--- src/hw/rtl/pbpc_pkg.sv ---
// ----------------------------------------------------------------------------
// pbpc_pkg
// Shared types, codes and defaults of the port bind permission checker.
// ----------------------------------------------------------------------------
package pbpc_pkg;

  // default table capacity
  localparam int unsigned DEF_MAX_RULES = 64;

  // request codes
  localparam logic [1:0] REQ_CHECK  = 2'd0;
  localparam logic [1:0] REQ_APPEND = 2'd1;
  localparam logic [1:0] REQ_CLEAR  = 2'd2;

  // result status codes
  localparam logic [1:0] STATUS_OK       = 2'd0;
  localparam logic [1:0] STATUS_DENIED   = 2'd1;
  localparam logic [1:0] STATUS_BAD_ADDR = 2'd2;
  localparam logic [1:0] STATUS_FULL     = 2'd3;

  // socket kind on a check
  localparam logic [1:0] KIND_DGRAM  = 2'd0;
  localparam logic [1:0] KIND_STREAM = 2'd1;

  // rule protocol on an append
  localparam logic [1:0] RPROTO_ANY = 2'd0;
  localparam logic [1:0] RPROTO_TCP = 2'd1;
  localparam logic [1:0] RPROTO_UDP = 2'd2;

  // configuration register indexes
  localparam logic [7:0] CFG_POLICY_EN     = 8'd0;
  localparam logic [7:0] CFG_PRIV_EXEMPT   = 8'd1;
  localparam logic [7:0] CFG_AUTO_EXEMPT   = 8'd2;
  localparam logic [7:0] CFG_HIGHEST_PORT  = 8'd3;

  localparam logic [15:0] HIGHEST_PORT_RESET = 16'd1023;
  localparam logic [31:0] JAIL_UNJAILED_ONLY = 32'hFFFF_FFFF;
  localparam logic [31:0] JAIL_ANY           = 32'h0000_0000;

  typedef struct packed {
    logic [1:0]         req_type;
    logic [1:0]         proto_kind;
    logic [15:0]        port;
    logic signed [31:0] jail_sel;
    logic [31:0]        subject_id;
    logic               id_kind;
    logic [31:0]        group_id;
    logic [31:0]        extra_group_id;
    logic               addr_family_ok;
    logic               low_port_required;
    logic               has_bind_privilege;
  } in_item_t;

  typedef struct packed {
    logic [1:0] status;
    logic [6:0] rules_held;
  } out_item_t;

  typedef struct packed {
    logic [7:0]  index;
    logic [31:0] value;
  } cfg_item_t;

  // one stored rule
  typedef struct packed {
    logic [1:0]  proto;
    logic        is_group;
    logic [15:0] port;
    logic [31:0] jail;
    logic [31:0] subject;
  } rule_t;

  localparam int unsigned RULE_W = $bits(rule_t);

  typedef enum logic [1:0] {
    S_IDLE,
    S_SCAN,
    S_RESP
  } state_e;

endpackage

--- src/hw/rtl/pbpc_rule_match.sv ---
// ----------------------------------------------------------------------------
// pbpc_rule_match
// Compare unit: tests one stored rule against the held bind request.
// ----------------------------------------------------------------------------
module pbpc_rule_match (
  input  pbpc_pkg::rule_t    rule_i,
  input  pbpc_pkg::in_item_t req_i,
  output logic               hit_o
);
  import pbpc_pkg::*;

  logic proto_ok;
  logic jail_ok;
  logic id_ok;
  logic unjailed;

  assign unjailed = req_i.jail_sel[31];

  always_comb begin
    proto_ok = 1'b1;
    if (rule_i.proto != RPROTO_ANY) begin
      if (req_i.proto_kind == KIND_DGRAM && rule_i.proto != RPROTO_UDP) begin
        proto_ok = 1'b0;
      end
      if (req_i.proto_kind == KIND_STREAM && rule_i.proto != RPROTO_TCP) begin
        proto_ok = 1'b0;
      end
    end
  end

  always_comb begin
    if (rule_i.jail == JAIL_UNJAILED_ONLY) begin
      jail_ok = unjailed;
    end else if (rule_i.jail == JAIL_ANY) begin
      jail_ok = 1'b1;
    end else begin
      jail_ok = !unjailed && (req_i.jail_sel == rule_i.jail);
    end
  end

  // group rules see the primary and one supplementary group
  assign id_ok = rule_i.is_group ?
                 ((req_i.group_id == rule_i.subject) ||
                  (req_i.extra_group_id == rule_i.subject)) :
                 (req_i.subject_id == rule_i.subject);

  assign hit_o = proto_ok && (req_i.port == rule_i.port) && jail_ok && id_ok;

endmodule

--- config.mk ---
export PLATFORM = sky130hd
export DESIGN_NAME = pbpc_rule_match
export DESIGN_NICKNAME = d
export VERILOG_FILES = /design/src/hw/rtl/pbpc_pkg.sv /design/src/hw/rtl/pbpc_rule_match.sv
export SDC_FILE = /design/constraint.sdc
export NUM_CORES = 1
export LEC_CHECK = 0
export BUFFER_PORTS_ARGS = -buffer_cell sky130_fd_sc_hd__buf_2
export CAP_MARGIN = 40
export CELL_PAD_IN_SITES_DETAIL_PLACEMENT = 0
export CELL_PAD_IN_SITES_GLOBAL_PLACEMENT = 1
export CORE_MARGIN = 3
export CORE_UTILIZATION = 20
export DETAILED_ROUTE_END_ITERATION = 12
export MAX_ROUTING_LAYER = met4
export PLACE_DENSITY = 0.95
export SYNTH_ARGS = -nofsm -noshare
export SYNTH_HDL_FRONTEND = slang
export SYNTH_SLANG_ARGS = --single-unit
export TNS_END_PERCENT = 20
--- constraint.sdc ---
create_clock -name vclk -period 1.7
set_input_delay 0.255 -clock vclk [all_inputs]
set_output_delay 0.255 -clock vclk [all_outputs]
set_load 0.02 [all_outputs]
==> flow_summary.ini, run 1 <==
[timing]
tightest_slew_ps = 352
setup_tns_ps = -376
worst_slack_ps = -376
final.period_utilization_pct = 122
slew_violations = 0
timing.hold.ws_ps = 897
finalHoldViolations = 0
rsz0062_at_grt = true
slew-limit-headroom_pct = 76.3
fin_crit_ps = 2080
setup_viol_count_final = 1
timing.fmax_ghz = 0.482

[global_routing]
grt_util_met3_pct = 1.70
grt_pass1_wl_um = 13600
grtUsageTotal_pct = 17.7
grt_max_degree = 4
grtUsageMet1_pct = 16.2
antenna_found_initial = 0
grt-ovfl-total = 0
grt_pass1_vias = 3033
grt_util_met2_pct = 37.8
grt-busiest-layer = met2

[floorplan]
io_pins = 236
die-width_um = 99.0
dieArea_um2 = 9790
num_rows = 33
start_util_pct = 20.8
core_area_um2 = 8300
die_h_um = 99.0

[placement]
dp.cells = 602
port_buffers = 230
dp_hpwl_um = 8490
place_area_um2 = 3400
routabilityCongestion = 0.881

[power]
vdd_ir_drop_max_v = 0.000128
p_total_w = 0.000872
power-per-cell-area_nw_per_um2 = 239
p_leak_nw = 1.68

[final_layout]
drive_gt1_share_pct = 60.4
seqCellArea_um2 = 0
final_common_cell = buf_2
instances_no_fill = 602
diodes = 0
final_area_um2 = 3650
layout.nets = 734
area_growth_pct = 111
design.seq.count = 0
final_cell_mix = 212 x buf_2, 75 x xnor2_1, 61 x xor2_1
num-clock-buffers = 0

[worst_hold_path]
hp-start = rule_i[80]
hold_depth = 3
min_to = hit_o
hold_path.class = in2out

[synth]
syn_area_per_cell_um2 = 7.89
yosysUniqueCellTypes = 13
seq_area_frac_synth_pct = 0
syn_area_um2 = 1730
synthCells = 219
ys_warn_count = 0
synth_nets = 454

[critical_path]
start_kind = primary input
crit_chain = buf_2 > xor2_2 > nor4_2 > nand4_1 > nor4_1 > nor2_1 > a311oi_2 > buf_4
critPathRequiredTime_ps = 1440
cp_num_buf_inv = 2
crit_type = in2out
cp_max_fo = 2
slowest_stage = nor4_2
arrival_ps = 1820
crit_family = simple AND/OR/NAND/NOR gates
worst_setup_path_end_kind = output pin
max_stage_delay_ps = 300

[cts]
postCtsSetupRepairBufs = 0
ctsHoldBuffers = 0

[routing]
viasPerCell = 4.50
first_pass_iters = 4
ant_nets = 0
routedWlPerCell_um = 15.3
routed_wirelength_um = 9240
drc = 0
dr_total_vias = 2706
drtIter0Drc = 44

[run_status]
violations = negative setup slack
outcome = finished, violations left

[job]
drv_cap = 0
[cell families (layout without fill, tap and decap cells)]
logic type / Yosys count / count (layout) / synth area share [%]
XOR/XNOR: 143 / 143 / 72.5
AND/OR/NAND/NOR: 71 / 71 / 24.8
AO/OA/AOI/OAI: 4 / 4 / 2.10
multiplexers: 1 / 1 / 0.579
buffers and inverters: 0 / 278 / 0
[layout make-up]
cell class,count,area [um^2]
multi-input cells,219,1890
fillers,838,4650
well taps,105,131
repair buffers,278,1630
[routing by layer]
layer | share of wire [%] | wire, um | up-vias
li1 | - | - | 1352
met1 | 34 | 3120 | 1167
met2 | 56 | 5140 | 168
met3 | 7.8 | 719 | 19
met4 | 2.7 | 250 | 0
met5 | 0 | 0 | -
[cells in the mapped netlist]
master	n	share of area [%]
xnor2_1	76	39
xor2_1	67	34
nand4_1	32	12
nor4_1	32	12
nand2_1	3	0.65
nor2_1	2	0.43
a311oi_2	1	0.87
mux2i_1	1	0.58
nand3_1	1	0.29
nor3_1	1	0.29
o211ai_1	1	0.43
o21ai_0	1	0.29
o221ai_1	1	0.51
[power by group]
part           leakage, nW  internal, W  total [W]  switching (W)
Clock                    0            0          0              0
Sequential               0            0          0              0
Combinational         1.68     0.000496   0.000872       0.000376
Total                 1.68     0.000496   0.000872       0.000376
[stage by stage]
stage	setup WS [ps]	utilization, %
2_1_floorplan	-58.0	-
3_3_place_gp	-850	40.9
3_5_place_dp	-786	40.9
4_1_cts	-437	43.6
5_1_grt	-493	44.0
6_report	-376	44.0
[how the worst max path moves through the flow]
stage                 end  depth (start not counted)  slack [ps]        from
floorplan           hit_o                          6         -60  rule_i[76]
global placement    hit_o                          8        -850  rule_i[10]
detailed placement  hit_o                          8        -790  rule_i[24]
CTS                 hit_o                          8        -440   req_i[97]
global route        hit_o                          8        -490  rule_i[19]
finish              hit_o                          8        -380  rule_i[39]
[what timing repair did]
action,CTS,global route
pin swaps,31,2
endpoints found under the setup margin,1,1
resized for setup,42,5
(Power assumes the default switching activity.)
==> inputs of run 2 (changes only) <==
--- a/config.mk
+++ b/config.mk
@@ -5,15 +5,16 @@
 export SDC_FILE = /design/constraint.sdc
 export NUM_CORES = 1
 export LEC_CHECK = 0
+export ABC_AREA = 1
 export BUFFER_PORTS_ARGS = -buffer_cell sky130_fd_sc_hd__buf_2
 export CAP_MARGIN = 40
 export CELL_PAD_IN_SITES_DETAIL_PLACEMENT = 0
 export CELL_PAD_IN_SITES_GLOBAL_PLACEMENT = 1
 export CORE_MARGIN = 3
-export CORE_UTILIZATION = 20
+export CORE_UTILIZATION = 22
 export DETAILED_ROUTE_END_ITERATION = 12
 export MAX_ROUTING_LAYER = met4
-export PLACE_DENSITY = 0.95
+export PLACE_DENSITY = 0.94
 export SYNTH_ARGS = -nofsm -noshare
 export SYNTH_HDL_FRONTEND = slang
 export SYNTH_SLANG_ARGS = --single-unit
==> run 2 against run 1 <==
  * The run now ends clean
  * Core utilization shrank 5.7 points
  * Synthesized cell count is 120% higher
  * Critical path depth is 3 higher
  * Combinational power up 3.0%
  * Total power up 3.0%
  * Cell count grew 41%
  * Largest cell class unchanged
==> flow_summary.ini, run 2 <==
[power]
vdd_ir_drop_max_v = 0.000154
power-per-cell-area_nw_per_um2 = 224
p_leak_nw = 2.30
p_total_w = 0.000898

[floorplan]
num_rows = 37
start_util_pct = 23.0
die-width_um = 111
io_pins = 236
die_h_um = 111
dieArea_um2 = 12200
core_area_um2 = 10500

[final_layout]
final_cell_mix = 218 x buf_2, 196 x nand2_1, 79 x inv_1
final_common_cell = buf_2
seqCellArea_um2 = 0
num-clock-buffers = 0
drive_gt1_share_pct = 39.8
layout.nets = 948
final_core_util_pct = 38.3
design.seq.count = 0
area_growth_pct = 66.5

[synth]
yosysUniqueCellTypes = 18
syn_area_per_cell_um2 = 5.00
syn_area_um2 = 2410
synthCells = 481
ys_top_cells_by_area = xnor2_1 37%, nand2_1 31%, inv_1 12%, nor2_1 8.3%, nand4_1 3.6%
synth_nets = 716
synthTopCellsByCount = 196 x nand2_1, 101 x xnor2_1, 80 x inv_1, 53 x nor2_1, 14 x nand4_1
yosys.cell_count.top_type = nand2_1
yosysTopAreaCell = xnor2_1
ys_warn_count = 0
yosys.area.top_type_share_pct = 36.7
seq_area_frac_synth_pct = 0

[timing]
finalHoldViolations = 0
rsz0062_at_grt = true
timing.fmax_ghz = 0.609
tightest_slew_ps = 287
slew-limit-headroom_pct = 80.7
fin_crit_ps = 1640
final.period_utilization_pct = 96.6
setup_tns_ps = 0
slew_violations = 0
setup_viol_count_final = 0

[run_status]
outcome = complete, no violations

[global_routing]
grt-ovfl-total = 0
grt_pass1_vias = 3280
grt_max_degree = 5
grtUsageTotal_pct = 13.9
antenna_found_initial = 2
grt_pass1_wl_um = 14200

[worst_hold_path]
hold_path.class = in2out

[critical_path]
crit_type = in2out
arrival_ps = 1390
worst_setup_path_end_kind = output pin
critPathRequiredTime_ps = 1440
cp_max_fo = 3
start_kind = primary input

[job]
drv_cap = 0

[placement]
routabilityCongestion = 0.866
dp_hpwl_um = 8360
port_buffers = 230

[routing]
first_pass_iters = 4
viasPerCell = 3.97
drtIter0Drc = 99
routedWlPerCell_um = 10.7
drc = 0
dr_total_vias = 3374
ant_nets = 0
routed_wirelength_um = 9090

[cts]
ctsHoldBuffers = 0
postCtsSetupRepairBufs = 0
## run 2: cell count changes after synthesis, moves of 8 or more
cell / previous run / this run
nand3_1: 1 / 9
inv_2: 0 / 8
nand2_1: 3 / 196
xor2_1: 67 / 2
nand4_1: 32 / 14
xnor2_1: 76 / 101
inv_1: 0 / 80
nor2_1: 2 / 53
nor4_1: 32 / 2
## run 2: stage by stage
step | instances | hold WS, ps | instance area (um^2) | setup slack [ps]
6_report | 849 | 912 | 4010 | 57.2
5_1_grt | 849 | 950 | 4010 | -81.8
4_1_cts | 847 | 914 | 3740 | 8.64
3_5_place_dp | 847 | 920 | 3730 | -54.9
3_3_place_gp | 847 | 924 | 3730 | -37.8
2_1_floorplan | 481 | 695 | 2410 | 298
## run 2: kinds of logic (layout without fill, tap and decap cells)
group	Yosys count	after routing	synth area share (%)
other	0	2	0
buffers and inverters	89	319	13.9
and+or+nand+nor	288	288	48.4
xor gates and xnor gates	103	103	37.5
AOI/OAI and AO/OA	1	1	0.208
## run 2: worst paths after layout
check  cells past startpoint       start    end  slack [ps]
max                       11  rule_i[14]  hit_o          60
min                        5  rule_i[80]  hit_o         910
## run 2: repair_timing
action | 4_1_cts | 5_1_grt
setup endpoints to repair | 1 | 1
resized for setup | 3 | 58
pin swaps | 0 | 63
endpoints found under the hold margin | 0 | 0
## run 2: power breakdown
group,switching (W),internal (W),total (W)
Sequential,0,0,0
Combinational,0.000408,0.000490,0.000898
Clock,0,0.000000000157,0.000000000157
Total,0.000408,0.000490,0.000898
## run 2: metal layers
metal | global-route usage, % | wire length, um | vias to the layer above
li1 | - | - | 1869
met5 | - | 0 | -
met2 | 26.3 | 4760 | 140
met4 | 1.31 | 56 | 0
met1 | 16.1 | 3620 | 1359
met3 | 1.70 | 654 | 6
## run 2: final cells by class
cell class	instances	area (um^2)
diodes	2	5.00
fillers	1214	6450
multi-input cells	392	2300
repair buffers	230	1190
well taps	136	170
inverters	89	337
## run 2: worst max-delay path, stage by stage
cell,delay [ps]
buf_4,140
xnor2_2,120
nand2_1,80
nor2_2,140
nand2_1,70
nor2_2,130
nand2_1,70
nand3_2,60
nand2_1,40
nor2_1,100
buf_4,160
