--- src/hw/rtl/pbpc_ram.sv ---
// ----------------------------------------------------------------------------
// pbpc_ram
// Generic memory, one write port and one read port with registered data.
// ----------------------------------------------------------------------------
module pbpc_ram #(
  parameter int unsigned Width = 8,
  parameter int unsigned Depth = 16,
  localparam int unsigned AddrW = (Depth > 1) ? $clog2(Depth) : 1
) (
  input  logic             clk_i,
  input  logic             we_i,
  input  logic [AddrW-1:0] waddr_i,
  input  logic [Width-1:0] wdata_i,
  input  logic [AddrW-1:0] raddr_i,
  output logic [Width-1:0] rdata_o
);

  logic [Width-1:0] mem [Depth];
  logic [Width-1:0] rdata_q;

  always_ff @(posedge clk_i) begin
    if (we_i) begin
      mem[waddr_i] <= wdata_i;
    end
    rdata_q <= mem[raddr_i];
  end

  assign rdata_o = rdata_q;

endmodule

--- config.mk ---
export PLATFORM = sky130hd
export DESIGN_NAME = pbpc_ram
export DESIGN_NICKNAME = d
export VERILOG_FILES = /design/src/hw/rtl/pbpc_ram.sv
export SDC_FILE = /design/constraint.sdc
export NUM_CORES = 1
export LEC_CHECK = 0
export BUFFER_PORTS_ARGS = -buffer_cell sky130_fd_sc_hd__buf_2
export CAP_MARGIN = 20
export CORE_MARGIN = 2
export CORE_UTILIZATION = 65
export CTS_BUF_LIST = sky130_fd_sc_hd__clkbuf_4
export DETAILED_ROUTE_END_ITERATION = 8
export PLACE_DENSITY_LB_ADDON = 0.3
export SLEW_MARGIN = 20
export SYNTH_ARGS = -nofsm -noshare
export SYNTH_HDL_FRONTEND = slang
export SYNTH_SLANG_ARGS = --single-unit
--- constraint.sdc ---
create_clock -name clk_i -period 2.6 [get_ports clk_i]
set_clock_uncertainty 0.05 [all_clocks]
set_input_delay 0.13 -clock clk_i [delete_from_list [all_inputs] [get_ports clk_i]]
set_output_delay 0.13 -clock clk_i [all_outputs]
set_load 0.01 [all_outputs]
==> metrics.log, run 1 <==
INFO  metric placed_cell_area = 5360 sq um
INFO  metric fp.dieArea = around 8600 sq um
INFO  metric finalHoldViolCount = 0
INFO  metric most_used_cells_in_the_layout_excluding_fill_and_tap_cells = sky130_fd_sc_hd__edfxtp_1 (128), sky130_fd_sc_hd__buf_2 (25), sky130_fd_sc_hd__mux4_2 (18), sky130_fd_sc_hd__clkbuf_4 (18), sky130_fd_sc_hd__a22oi_1 (16)
INFO  metric place_ws = 756 ps
INFO  metric first_iter_violations = 342
INFO  metric slew_worst_pin = approximately 960 ps
INFO  metric first_global_vias = 2418
INFO  metric max_slew_margin = a little over a third
INFO  metric totalNegativeSetupSlack = 0 ps
INFO  metric worstHoldPathType = primary input to register
INFO  metric layout.filler_cells = 437
INFO  metric floorplan.rows = 32
INFO  metric timing.critical_path.from_type = register
INFO  metric post-cts-setup-buffers = 0
INFO  metric tritoncts = yes
INFO  metric die_width = 93.0 um
INFO  metric vias = between 2000 and 2500
INFO  metric syn-num-nets = approximately 250
INFO  metric clockBufferDepth = 2
INFO  metric ant_cells = 0
INFO  metric detail_route.first_pass.iterations = 5
INFO  metric crit_type = register to register
INFO  metric placed_cells_incl_taps = 351
INFO  metric max_freq = 652 MHz
INFO  metric worst_setup_sp = mem[2][3]$_DFFE_PP_
INFO  metric fp.coreArea = 7690 sq um
INFO  metric timing.final.crit_period = 1530 ps
INFO  metric run_status = finished clean
INFO  metric antenna_violations_before_repair = 0
INFO  metric wl_per_cell = ~25 um
INFO  metric final-seq-area = about 4000 sq um
INFO  metric grtUsageTotal = roughly 25%
INFO  metric synth_cell_types = 19
INFO  metric detail_routed_via_count_per_cell = 6.24
INFO  metric clock_net_sink_count = ~140
INFO  metric fin_nets = 294
INFO  metric syn-instance-count = 229
INFO  metric hold_path.startpoint = waddr_i[0]
INFO  metric ys_seq_elements = 136
INFO  metric layout.cell_area.non_filler = approximately 5700 sq um
INFO  metric gpl.final_weighted_congestion = 0.771
INFO  metric clock_insertion_delay_worst_skew = ~540 ps
INFO  metric post-route-period-util = between 50% and 60%
INFO  metric cts_made_buffers = 17
INFO  metric port_buffers = 25
INFO  metric critical_path.max_fanout = 1
INFO  metric gr-total-overflow = 0
INFO  metric powerDensity = 713 nW/um^2
INFO  metric drc = 0
INFO  metric final.setup.worst_slack = ~1100 ps
INFO  metric clk_pin_slew_worst_paths = 120 ps
INFO  metric cp_capture_type = register
INFO  metric final_cell_count_without_fillers = 391
INFO  metric cts-resized-gates = 0
INFO  metric chip_height = 93.0 um
INFO  metric synth-warning-count = 0
INFO  metric required_time_of_the_critical_path = 2990 ps
INFO  metric final_antenna_net_count = 0
INFO  metric report.final.setup_viol = 0
INFO  metric setup_repair_after_global_routing_missed_its_margin = false
INFO  metric startpoint_of_the_worst_register_to_register_path = mem[2][3]$_DFFE_PP_
INFO  metric synthesis.area = 5150 sq um
INFO  metric critical_path_arrival = 1920 ps
INFO  metric synthToLayoutAreaGrowth = 11.4%
INFO  metric cts_root_buf = sky130_fd_sc_hd__clkbuf_4
INFO  metric postCtsHoldBufs = 8
INFO  metric place.detailed.hpwl = 5.92 mm
INFO  metric area_occupied_by_multi_input_gates = 1060 sq um
INFO  metric grt_max_degree = 33
INFO  metric peakVddDrop = 423 uV
INFO  metric num_io_pins = 26
INFO  metric timing.max_cap.violations = 0
INFO  metric syn-mean-instance-area = between 20 and 25 sq um
INFO  metric leakage = 1.91 nW
INFO  metric initial_utilization = ~67%
INFO  metric wire_length_of_the_first_global_routing_pass = 14.4 mm
INFO  metric drive_gt1_share = between 20% and 30%
INFO  metric synth-seq-area-share = 77.8%
INFO  metric final_common_cell = sky130_fd_sc_hd__edfxtp_1
INFO  metric h_tree_depth = 4
INFO  metric detail_route.wirelength = 9.59 mm
INFO  metric final_max_slew_viol_count = 0
## stage by stage
step                      util, %  hold WS, ps  total power, mW
after floorplan                 -          179             2.64
after global placement       69.8          461             2.73
after detailed placement     69.8          473             2.74
after CTS                    74.6         77.3             4.10
after global routing         74.6         68.0             4.22
final                        74.6         91.9             4.09
## state kept, by name, indices dropped and copies added, names as in the netlist
register,flops
rdata_o,8
mem,128
## critical path, cell delays in order, from the launching register on
cell,delay (ps)
sky130_fd_sc_hd__edfxtp_1,400
sky130_fd_sc_hd__mux4_1,570
sky130_fd_sc_hd__a22oi_1,330
sky130_fd_sc_hd__nand2_1,90
## per-layer routing
| layer | part of all wire, % | track usage (%) | up-vias |
|---|---|---|---|
| met2 | 50 | 38.5 | 111 |
| met5 | 0 | 0 | - |
| met4 | 2.0 | 8.82 | 0 |
| met1 | 41 | 35.4 | 1234 |
| li1 | - | - | 1076 |
| met3 | 7.0 | 6.53 | 19 |
## cells in the mapped netlist
master / number / area [sq um]
sky130_fd_sc_hd__or3b_2: 1 / 8.76
sky130_fd_sc_hd__nand2_1: 9 / 33.8
sky130_fd_sc_hd__buf_2: 3 / 15.0
sky130_fd_sc_hd__clkdlybuf4s25_2: 3 / 30.0
sky130_fd_sc_hd__nand3_1: 1 / 5.00
sky130_fd_sc_hd__edfxtp_1: 128 / 3840
sky130_fd_sc_hd__dfxtp_1: 8 / 160
sky130_fd_sc_hd__nor2b_1: 1 / 6.26
sky130_fd_sc_hd__buf_4: 1 / 7.51
sky130_fd_sc_hd__a22oi_1: 16 / 120
sky130_fd_sc_hd__nor3_1: 4 / 20.0
sky130_fd_sc_hd__nand2b_1: 2 / 12.5
sky130_fd_sc_hd__buf_6: 3 / 33.8
sky130_fd_sc_hd__nor2_1: 13 / 48.8
sky130_fd_sc_hd__mux4_2: 18 / 405
sky130_fd_sc_hd__mux4_1: 14 / 368
sky130_fd_sc_hd__and2_1: 1 / 6.26
sky130_fd_sc_hd__nand3b_1: 2 / 15.0
sky130_fd_sc_hd__and2b_1: 1 / 7.51
## power by group
part | leakage, nW | internal (mW) | switching, mW
Combinational | 0.534 | 0.0994 | 0.132
Clock | 0.151 | 0.665 | 0.725
Sequential | 1.22 | 2.45 | 0.0172
## final cells by class
cell class | count | area share, %
Tap cell | 102 | 2.23
Clock inverter | 14 | 2.73
Clock buffer | 18 | 2.36
Multi-Input combinational cell | 83 | 18.4
Sequential cell | 136 | 69.8
Timing Repair Buffer | 38 | 4.45
## final timing paths
path,to,slack [ps],depth (start not counted)
setup / recovery,rdata_o[3]$_DFF_P_,1070,3
hold reg to reg,rdata_o[3]$_DFF_P_,630,3
setup reg to reg,rdata_o[3]$_DFF_P_,1070,3
hold / removal,mem[4][4]$_DFFE_PP_,90,3
## cell families (layout without fill, tap and decap cells)
| logic type | Yosys count | after routing | synth area share [%] |
|---|---|---|---|
| flops | 136 | 136 | 77.8 |
| simple gates | 35 | 35 | 3.18 |
| mux | 32 | 32 | 15.0 |
| compound gates | 16 | 16 | 2.33 |
| buf+inv | 10 | 70 | 1.68 |
(Power assumes the default switching activity.)
==> inputs of run 2 (changes only) <==
CORE_UTILIZATION = 57   (was 65)
clock period = 1.4 ns   (was 2.6 ns; I/O delays follow)
==> run 2 against run 1 <==
  * First-iteration DRC count down 52%
  * Final cell count up 8.2%
  * Via count is 3.7% higher
  * Non-clock buffer count rose by 26
  * Critical path type unchanged
  * Largest cell class unchanged
==> metrics.log, run 2 (synthesis results as in run 1) <==
INFO  metric detail_routed_via_count_per_cell = 5.98 (-4.1%)
INFO  metric fp.dieArea = 9810 sq um (+13%)
INFO  metric detail_route.wirelength = 9.50 mm (-0.91%)
INFO  metric critical_path_arrival = 1710 ps (-210 ps)
INFO  metric setup_repair_after_global_routing_missed_its_margin = true
INFO  metric required_time_of_the_critical_path = 1730 ps (-1260 ps)
INFO  metric synthToLayoutAreaGrowth = 16.0%
INFO  metric slew_worst_pin = 860 ps (-101 ps)
INFO  metric die_width = 99.0 um (+6.5%)
INFO  metric max_slew_margin = 42.6% (+6.8 points)
INFO  metric crit_type = register to register
INFO  metric critical_path.slowest_cell = sky130_fd_sc_hd__mux4_1
INFO  metric finalHoldViolCount = 0 (unchanged)
INFO  metric first_global_vias = 2507 (+3.7%)
INFO  metric drive_gt1_share = 34.9% (+7.9 points)
INFO  metric tritoncts = yes
INFO  metric first_iter_violations = 164 (-52%)
INFO  metric run_status = finished clean
INFO  metric place_ws = -225 ps (-981 ps)
INFO  metric clock_net_sink_count = 136 (unchanged)
INFO  metric chip_height = 99.0 um (+6.5%)
INFO  metric ant_cells = 0 (unchanged)
INFO  metric detail_route.first_pass.iterations = 5 (unchanged)
INFO  metric vias = 2531 (+3.7%)
INFO  metric h_tree_depth = 4 (unchanged)
INFO  metric fin_nets = 320 (+8.8%)
INFO  metric worstHoldPathType = primary input to register
INFO  metric port_buffers = 25 (unchanged)
INFO  metric leakage = 2.04 nW (+6.9%)
INFO  metric final_antenna_net_count = 0 (unchanged)
INFO  metric max_ffs_per_register = 128 (unchanged)
INFO  metric report.final.setup_viol = 0 (unchanged)
INFO  metric critical_path.max_fanout = 1 (unchanged)
INFO  metric final_max_slew_viol_count = 0 (unchanged)
INFO  metric grt_max_degree = 25 (-24%)
INFO  metric gr-total-overflow = 0 (unchanged)
INFO  metric peakVddDrop = 681 uV (+61%)
INFO  metric most_used_cells_in_the_layout_excluding_fill_and_tap_cells = sky130_fd_sc_hd__edfxtp_1 (128), sky130_fd_sc_hd__buf_4 (28), sky130_fd_sc_hd__buf_2 (25)
INFO  metric antenna_violations_before_repair = 0 (unchanged)
INFO  metric drc = 0 (unchanged)
INFO  metric wl_per_cell = 22.5 um (-8.4%)
INFO  metric cp_capture_type = register
INFO  metric grtUsageTotal = 21.2% (-3.7 points)
INFO  metric timing.final.crit_period = 1380 ps (-156 ps)
INFO  metric final.setup.worst_slack = 23.5 ps (-1040 ps)
INFO  metric cts_root_buf = sky130_fd_sc_hd__clkbuf_4
INFO  metric timing.critical_path.max_delay_family = multiplexers
INFO  metric initial_utilization = 59.0% (-7.9 points)
INFO  metric top_register = mem
INFO  metric fp.coreArea = 8720 sq um (+13%)
INFO  metric cp_num_buf_inv = 0 (unchanged)
INFO  metric final_common_cell = sky130_fd_sc_hd__edfxtp_1
INFO  metric post-route-period-util = 98.3% (+39 points)
INFO  metric timing.max_cap.violations = 0 (unchanged)
INFO  metric powerDensity = 1240 nW/um^2 (+74%)
INFO  metric clockBufferDepth = 2 (unchanged)
INFO  metric wire_length_of_the_first_global_routing_pass = 14.5 mm (+0.91%)
INFO  metric max_freq = 726 MHz (+11%)
INFO  metric gpl.final_weighted_congestion = 0.830 (+7.7%)
INFO  metric num_io_pins = 26 (unchanged)
INFO  metric timing.critical_path.from_type = register
INFO  metric critPathMaxStageDelay = 510 ps (-60 ps)
INFO  metric critical_path_cell_sequence = mux4_1 -> a22oi_1 -> nand2_1
INFO  metric place.detailed.hpwl = 6.29 mm (+6.1%)
INFO  metric floorplan.rows = 34 (+6.3%)
INFO  metric cts_made_buffers = 17 (unchanged)
INFO  metric clock_insertion_delay_worst_skew = 500 ps (-40 ps)
INFO  metric layout.core_utilization = 68.5% (-6.1 points)
INFO  metric clk_pin_slew_worst_paths = 110 ps (about the same)
run 2: cell types whose count changed in the layout (fill, tap and decap cells not counted):
cell,change
sky130_fd_sc_hd__a22oi_2,+5
sky130_fd_sc_hd__nor3_1,-1
sky130_fd_sc_hd__inv_6,-1
sky130_fd_sc_hd__nor3_2,+1
sky130_fd_sc_hd__clkinvlp_4,+1
sky130_fd_sc_hd__buf_12,+2
sky130_fd_sc_hd__a22oi_1,-5
sky130_fd_sc_hd__bufinv_16,-1
sky130_fd_sc_hd__buf_4,+24
sky130_fd_sc_hd__clkinv_4,+1
run 2: stage by stage:
step	total power, mW	cells	hold WS, ps	TNS (ps)	cell area [sq um]
after floorplan	4.90	229	119	0	5150
after global placement	5.10	383	411	-765	5600
after detailed placement	5.12	383	422	-830	5600
after CTS	7.47	423	20.3	0	5960
after global routing	7.67	423	28.3	-47.7	5970
final	7.42	423	58.0	0	5970
run 2: area by class of cell:
type                            count  area (sq um)
Multi-Input combinational cell     83          1090
Fill cell                         561          2750
Tap cell                          108           135
Clock buffer                       18           135
Timing Repair Buffer               64           475
Sequential cell                   136          4000
Clock inverter                     14           134
run 2: what timing repair did:
item / 4_1_cts / 5_1_grt
gates resized for setup: 3 / 2
pin swaps: 0 / 4
hold buffers: 8 / 0
buffers inserted: 0 / 0
hold endpoints to repair: 128 / 0
endpoints found under the setup margin: 3 / 6
run 2: tightest hold or removal path, cell delays in order:
cell                     delay (ps)
sky130_fd_sc_hd__buf_2          150
sky130_fd_sc_hd__nor3_2          70
sky130_fd_sc_hd__buf_4          150
run 2: worst paths after layout:
kind	depth (start not counted)	slack (ps)	start	end
worst min register to register	3	630	mem[15][1]$_DFFE_PP_	rdata_o[1]$_DFF_P_
worst min-delay path	3	60	waddr_i[0]	mem[0][2]$_DFFE_PP_
worst max register to register	3	20	mem[9][2]$_DFFE_PP_	rdata_o[2]$_DFF_P_
worst max-delay path	3	20	mem[9][2]$_DFFE_PP_	rdata_o[2]$_DFF_P_
run 2: routing by layer:
metal / GRT usage [%] / wire length [um] / share of wire, % / up-vias
met5: 0 / 0 / 0 / -
met4: 7.90 / 99 / 1.0 / 0
met3: 5.25 / 667 / 7.0 / 9
met2: 32.1 / 4720 / 50 / 95
met1: 30.5 / 4020 / 42 / 1303
li1: - / - / - / 1124
run 2: report_power, final:
group | total (mW) | internal (mW) | switching [mW]
clock | 2.38 | 1.05 | 1.32
combinational | 0.480 | 0.223 | 0.257
sequential | 4.57 | 4.54 | 0.0234
==> inputs of run 3 (changes only) <==
==> constraint.sdc (replaced) <==
create_clock -name clk_i -period 1.4 [get_ports clk_i]
set_clock_uncertainty 0.05 [all_clocks]
set_input_delay 0.14 -clock clk_i [delete_from_list [all_inputs] [get_ports clk_i]]
set_output_delay 0.14 -clock clk_i [all_outputs]
set_load 0.01 [all_outputs]
==> run 3 against run 2 <==
  * Final cell count down 1.4%
  * Sequential power about the same
  * Sequential share of layout area up 0.099 points
  * Maximum frequency down 0.10%
  * Final area down 0.15%
  * Hold slack better by 68 ps
  * First-iteration DRC count down 9.8%
  * Count of clock-buffer cells in the layout up 1
  * Largest power group unchanged
  * Highest routed layer unchanged
==> metrics.log, run 3 (synthesis results as in run 1) <==
INFO  metric worst_setup_sp = mem[11][4]$_DFFE_PP_
INFO  metric peakVddDrop = 822 uV (+21%)
INFO  metric num_io_pins = 26 (unchanged)
INFO  metric wl_per_cell = 22.5 um (+0.23%)
INFO  metric h_tree_depth = 4 (unchanged)
INFO  metric required_time_of_the_critical_path = 1760 ps (+30 ps)
INFO  metric critical_path_depth = 3 (unchanged)
INFO  metric place.detailed.hpwl = 6.05 mm (-3.8%)
INFO  metric grtUsageTotal = 20.8% (-0.32 points)
INFO  metric final_max_slew_viol_count = 0 (unchanged)
INFO  metric chip_height = 99.0 um (unchanged)
INFO  metric powerDensity = 1280 nW/um^2 (+3.0%)
INFO  metric wire_length_of_the_first_global_routing_pass = 14.5 mm (-0.34%)
INFO  metric fin_nets = 314 (-1.9%)
INFO  metric gpl.final_weighted_congestion = 0.803 (-3.3%)
INFO  metric layout.cell_area.non_filler = 5960 sq um (-0.15%)
INFO  metric clock_insertion_delay_worst_skew = 520 ps (+20 ps)
INFO  metric cp_capture_type = register
INFO  metric drive_gt1_share = 34.6% (-0.29 points)
INFO  metric power = 7.64 mW (+2.9%)
INFO  metric port_buffers = 25 (unchanged)
INFO  metric worstHoldPathType = primary input to register
INFO  metric drc = 0 (unchanged)
INFO  metric max_slew_margin = 40.7% (-1.8 points)
INFO  metric timing.final.crit_period = 1380 ps (+1.42 ps)
INFO  metric fp.dieArea = 9810 sq um (unchanged)
INFO  metric totalNegativeSetupSlack = 0 ps (unchanged)
INFO  metric die_width = 99.0 um (unchanged)
INFO  metric critical_path_cell_sequence = mux4_2 -> a22oi_2 -> nand2_1
INFO  metric detail_route.wirelength = 9.39 mm (-1.2%)
INFO  metric finalHoldViolCount = 0 (unchanged)
INFO  metric floorplan.rows = 34 (unchanged)
INFO  metric synthToLayoutAreaGrowth = 15.8%
INFO  metric layout.filler_cells = 553 (-1.4%)
INFO  metric rr_worst_depth = 3 (unchanged)
INFO  metric critPathMaxStageDelay = 490 ps (-20 ps)
INFO  metric final_antenna_net_count = 0 (unchanged)
INFO  metric first_global_vias = 2481 (-1.0%)
INFO  metric cts_made_buffers = 17 (unchanged)
INFO  metric cts_root_buf = sky130_fd_sc_hd__clkbuf_4
INFO  metric run_status = finished clean
INFO  metric clk_pin_slew_worst_paths = 120 ps (about the same)
INFO  metric vias = 2485 (-1.8%)
INFO  metric clock_net_sink_count = 136 (unchanged)
INFO  metric critical_path_arrival = 1730 ps (+20 ps)
INFO  metric most_used_cells_in_the_layout_excluding_fill_and_tap_cells = sky130_fd_sc_hd__edfxtp_1 (128), sky130_fd_sc_hd__buf_2 (25), sky130_fd_sc_hd__buf_4 (21)
INFO  metric timing.critical_path.from_type = register
INFO  metric timing.max_cap.violations = 0 (unchanged)
INFO  metric startpoint_of_the_worst_register_to_register_path = mem[11][4]$_DFFE_PP_
INFO  metric critical_path.slowest_cell = sky130_fd_sc_hd__mux4_2
INFO  metric initial_utilization = 59.0% (unchanged)
INFO  metric detail_route.first_pass.iterations = 5 (unchanged)
INFO  metric crit_type = register to register
INFO  metric antenna_violations_before_repair = 0 (unchanged)
INFO  metric rrSetupSlack = 20 ps (about the same)
INFO  metric top_register = mem
INFO  metric fp.coreArea = 8720 sq um (unchanged)
INFO  metric detail_routed_via_count_per_cell = 5.96 (-0.40%)
INFO  metric report.final.setup_viol = 0 (unchanged)
INFO  metric critical_path.max_fanout = 1 (unchanged)
INFO  metric gr-total-overflow = 0 (unchanged)
INFO  metric final_cell_count_without_fillers = 417 (-1.4%)
INFO  metric post-route-period-util = 98.4% (+0.10 points)
INFO  metric hold_path_depth = 3 (unchanged)
INFO  metric max_freq = 726 MHz (-0.10%)
INFO  metric final.setup.worst_slack = 22.1 ps (-1.42 ps)
INFO  metric final_common_cell = sky130_fd_sc_hd__edfxtp_1
INFO  metric tritoncts = yes
INFO  metric ant_cells = 0 (unchanged)
INFO  metric max_ffs_per_register = 128 (unchanged)
INFO  metric clockBufferDepth = 2 (unchanged)
INFO  metric slew_worst_pin = 887 ps (+27.4 ps)
INFO  metric critPathCapture = rdata_o[4]$_DFF_P_
INFO  metric leakage = 2.03 nW (-0.48%)
INFO  metric grt_max_degree = 22 (-12%)
INFO  metric cp_num_buf_inv = 0 (unchanged)
INFO  metric first_iter_violations = 148 (-9.8%)
INFO  metric timing.critical_path.max_delay_family = multiplexers
INFO  metric placed_cells_incl_taps = 377 (-1.6%)
INFO  metric place_ws = -226 ps (-1.78 ps)
INFO  metric setup_repair_after_global_routing_missed_its_margin = true
INFO  metric placed_cell_area = 5560 sq um (-0.58%)
INFO  metric critical_path.reg2reg.endpoint = rdata_o[4]$_DFF_P_
INFO  metric hold_path.startpoint = waddr_i[0]
[run 3: cell count changes in the layout (fill, tap and decap cells not counted), sizes merged]
| cell | change |
|---|---|
| buf | -6 |
| clkinv | -2 |
| bufinv | +1 |
| clkbuf | +1 |
| clkinvlp | -1 |
| inv | +1 |
[run 3: worst min-delay path by stage]
stage	endpoint	slack, ps
CTS	mem[4][7]$_DFFE_PP_	100
finish	mem[4][1]$_DFFE_PP_	130
global placement	mem[6][6]$_DFFE_PP_	460
global route	mem[4][7]$_DFFE_PP_	110
floorplan	mem[0][0]$_DFFE_PP_	190
detailed placement	rdata_o[7]	490
[run 3: power breakdown]
group | internal [mW] | total, mW | switching [mW]
Sequential | 4.54 | 4.57 | 0.0294
Clock | 1.27 | 2.59 | 1.33
Combinational | 0.218 | 0.470 | 0.252
[run 3: cell type report]
class | instances | area, sq um | share of cell area [%]
timing repair buffer | 58 | 443 | 7.43
clock inverter | 13 | 154 | 2.58
sequential | 136 | 4000 | 67.2
tap | 108 | 135 | 2.27
clock buffer | 19 | 143 | 2.39
multi-input combinational | 83 | 1080 | 18.2
[run 3: tightest hold or removal path, cell delays in order]
cell	delay, ps
sky130_fd_sc_hd__buf_2	150
sky130_fd_sc_hd__nor3_1	80
sky130_fd_sc_hd__buf_4	150
[run 3: routing by layer]
metal	global-route usage, %	vias to the layer above	share of wire (%)
met5	0	-	0
met4	7.69	0	1.6
met3	4.68	16	5.3
met2	32.5	87	50
met1	29.5	1273	43
li1	-	1109	-
[run 3: stage by stage]
stage                     hold slack, ps  util [%]
after floorplan                      189         -
after global placement               462      63.8
after detailed placement             485      63.8
after CTS                           98.8      68.3
after global routing                 111      68.4
final                                126      68.4
[run 3: repair_timing]
item                                    CTS  global route
buffers inserted                          0             0
endpoints found under the setup margin    3             4
hold buffers                              8             0
pin swaps                                 1             3
resized for setup                         3             3
endpoints found under the hold margin   128             0
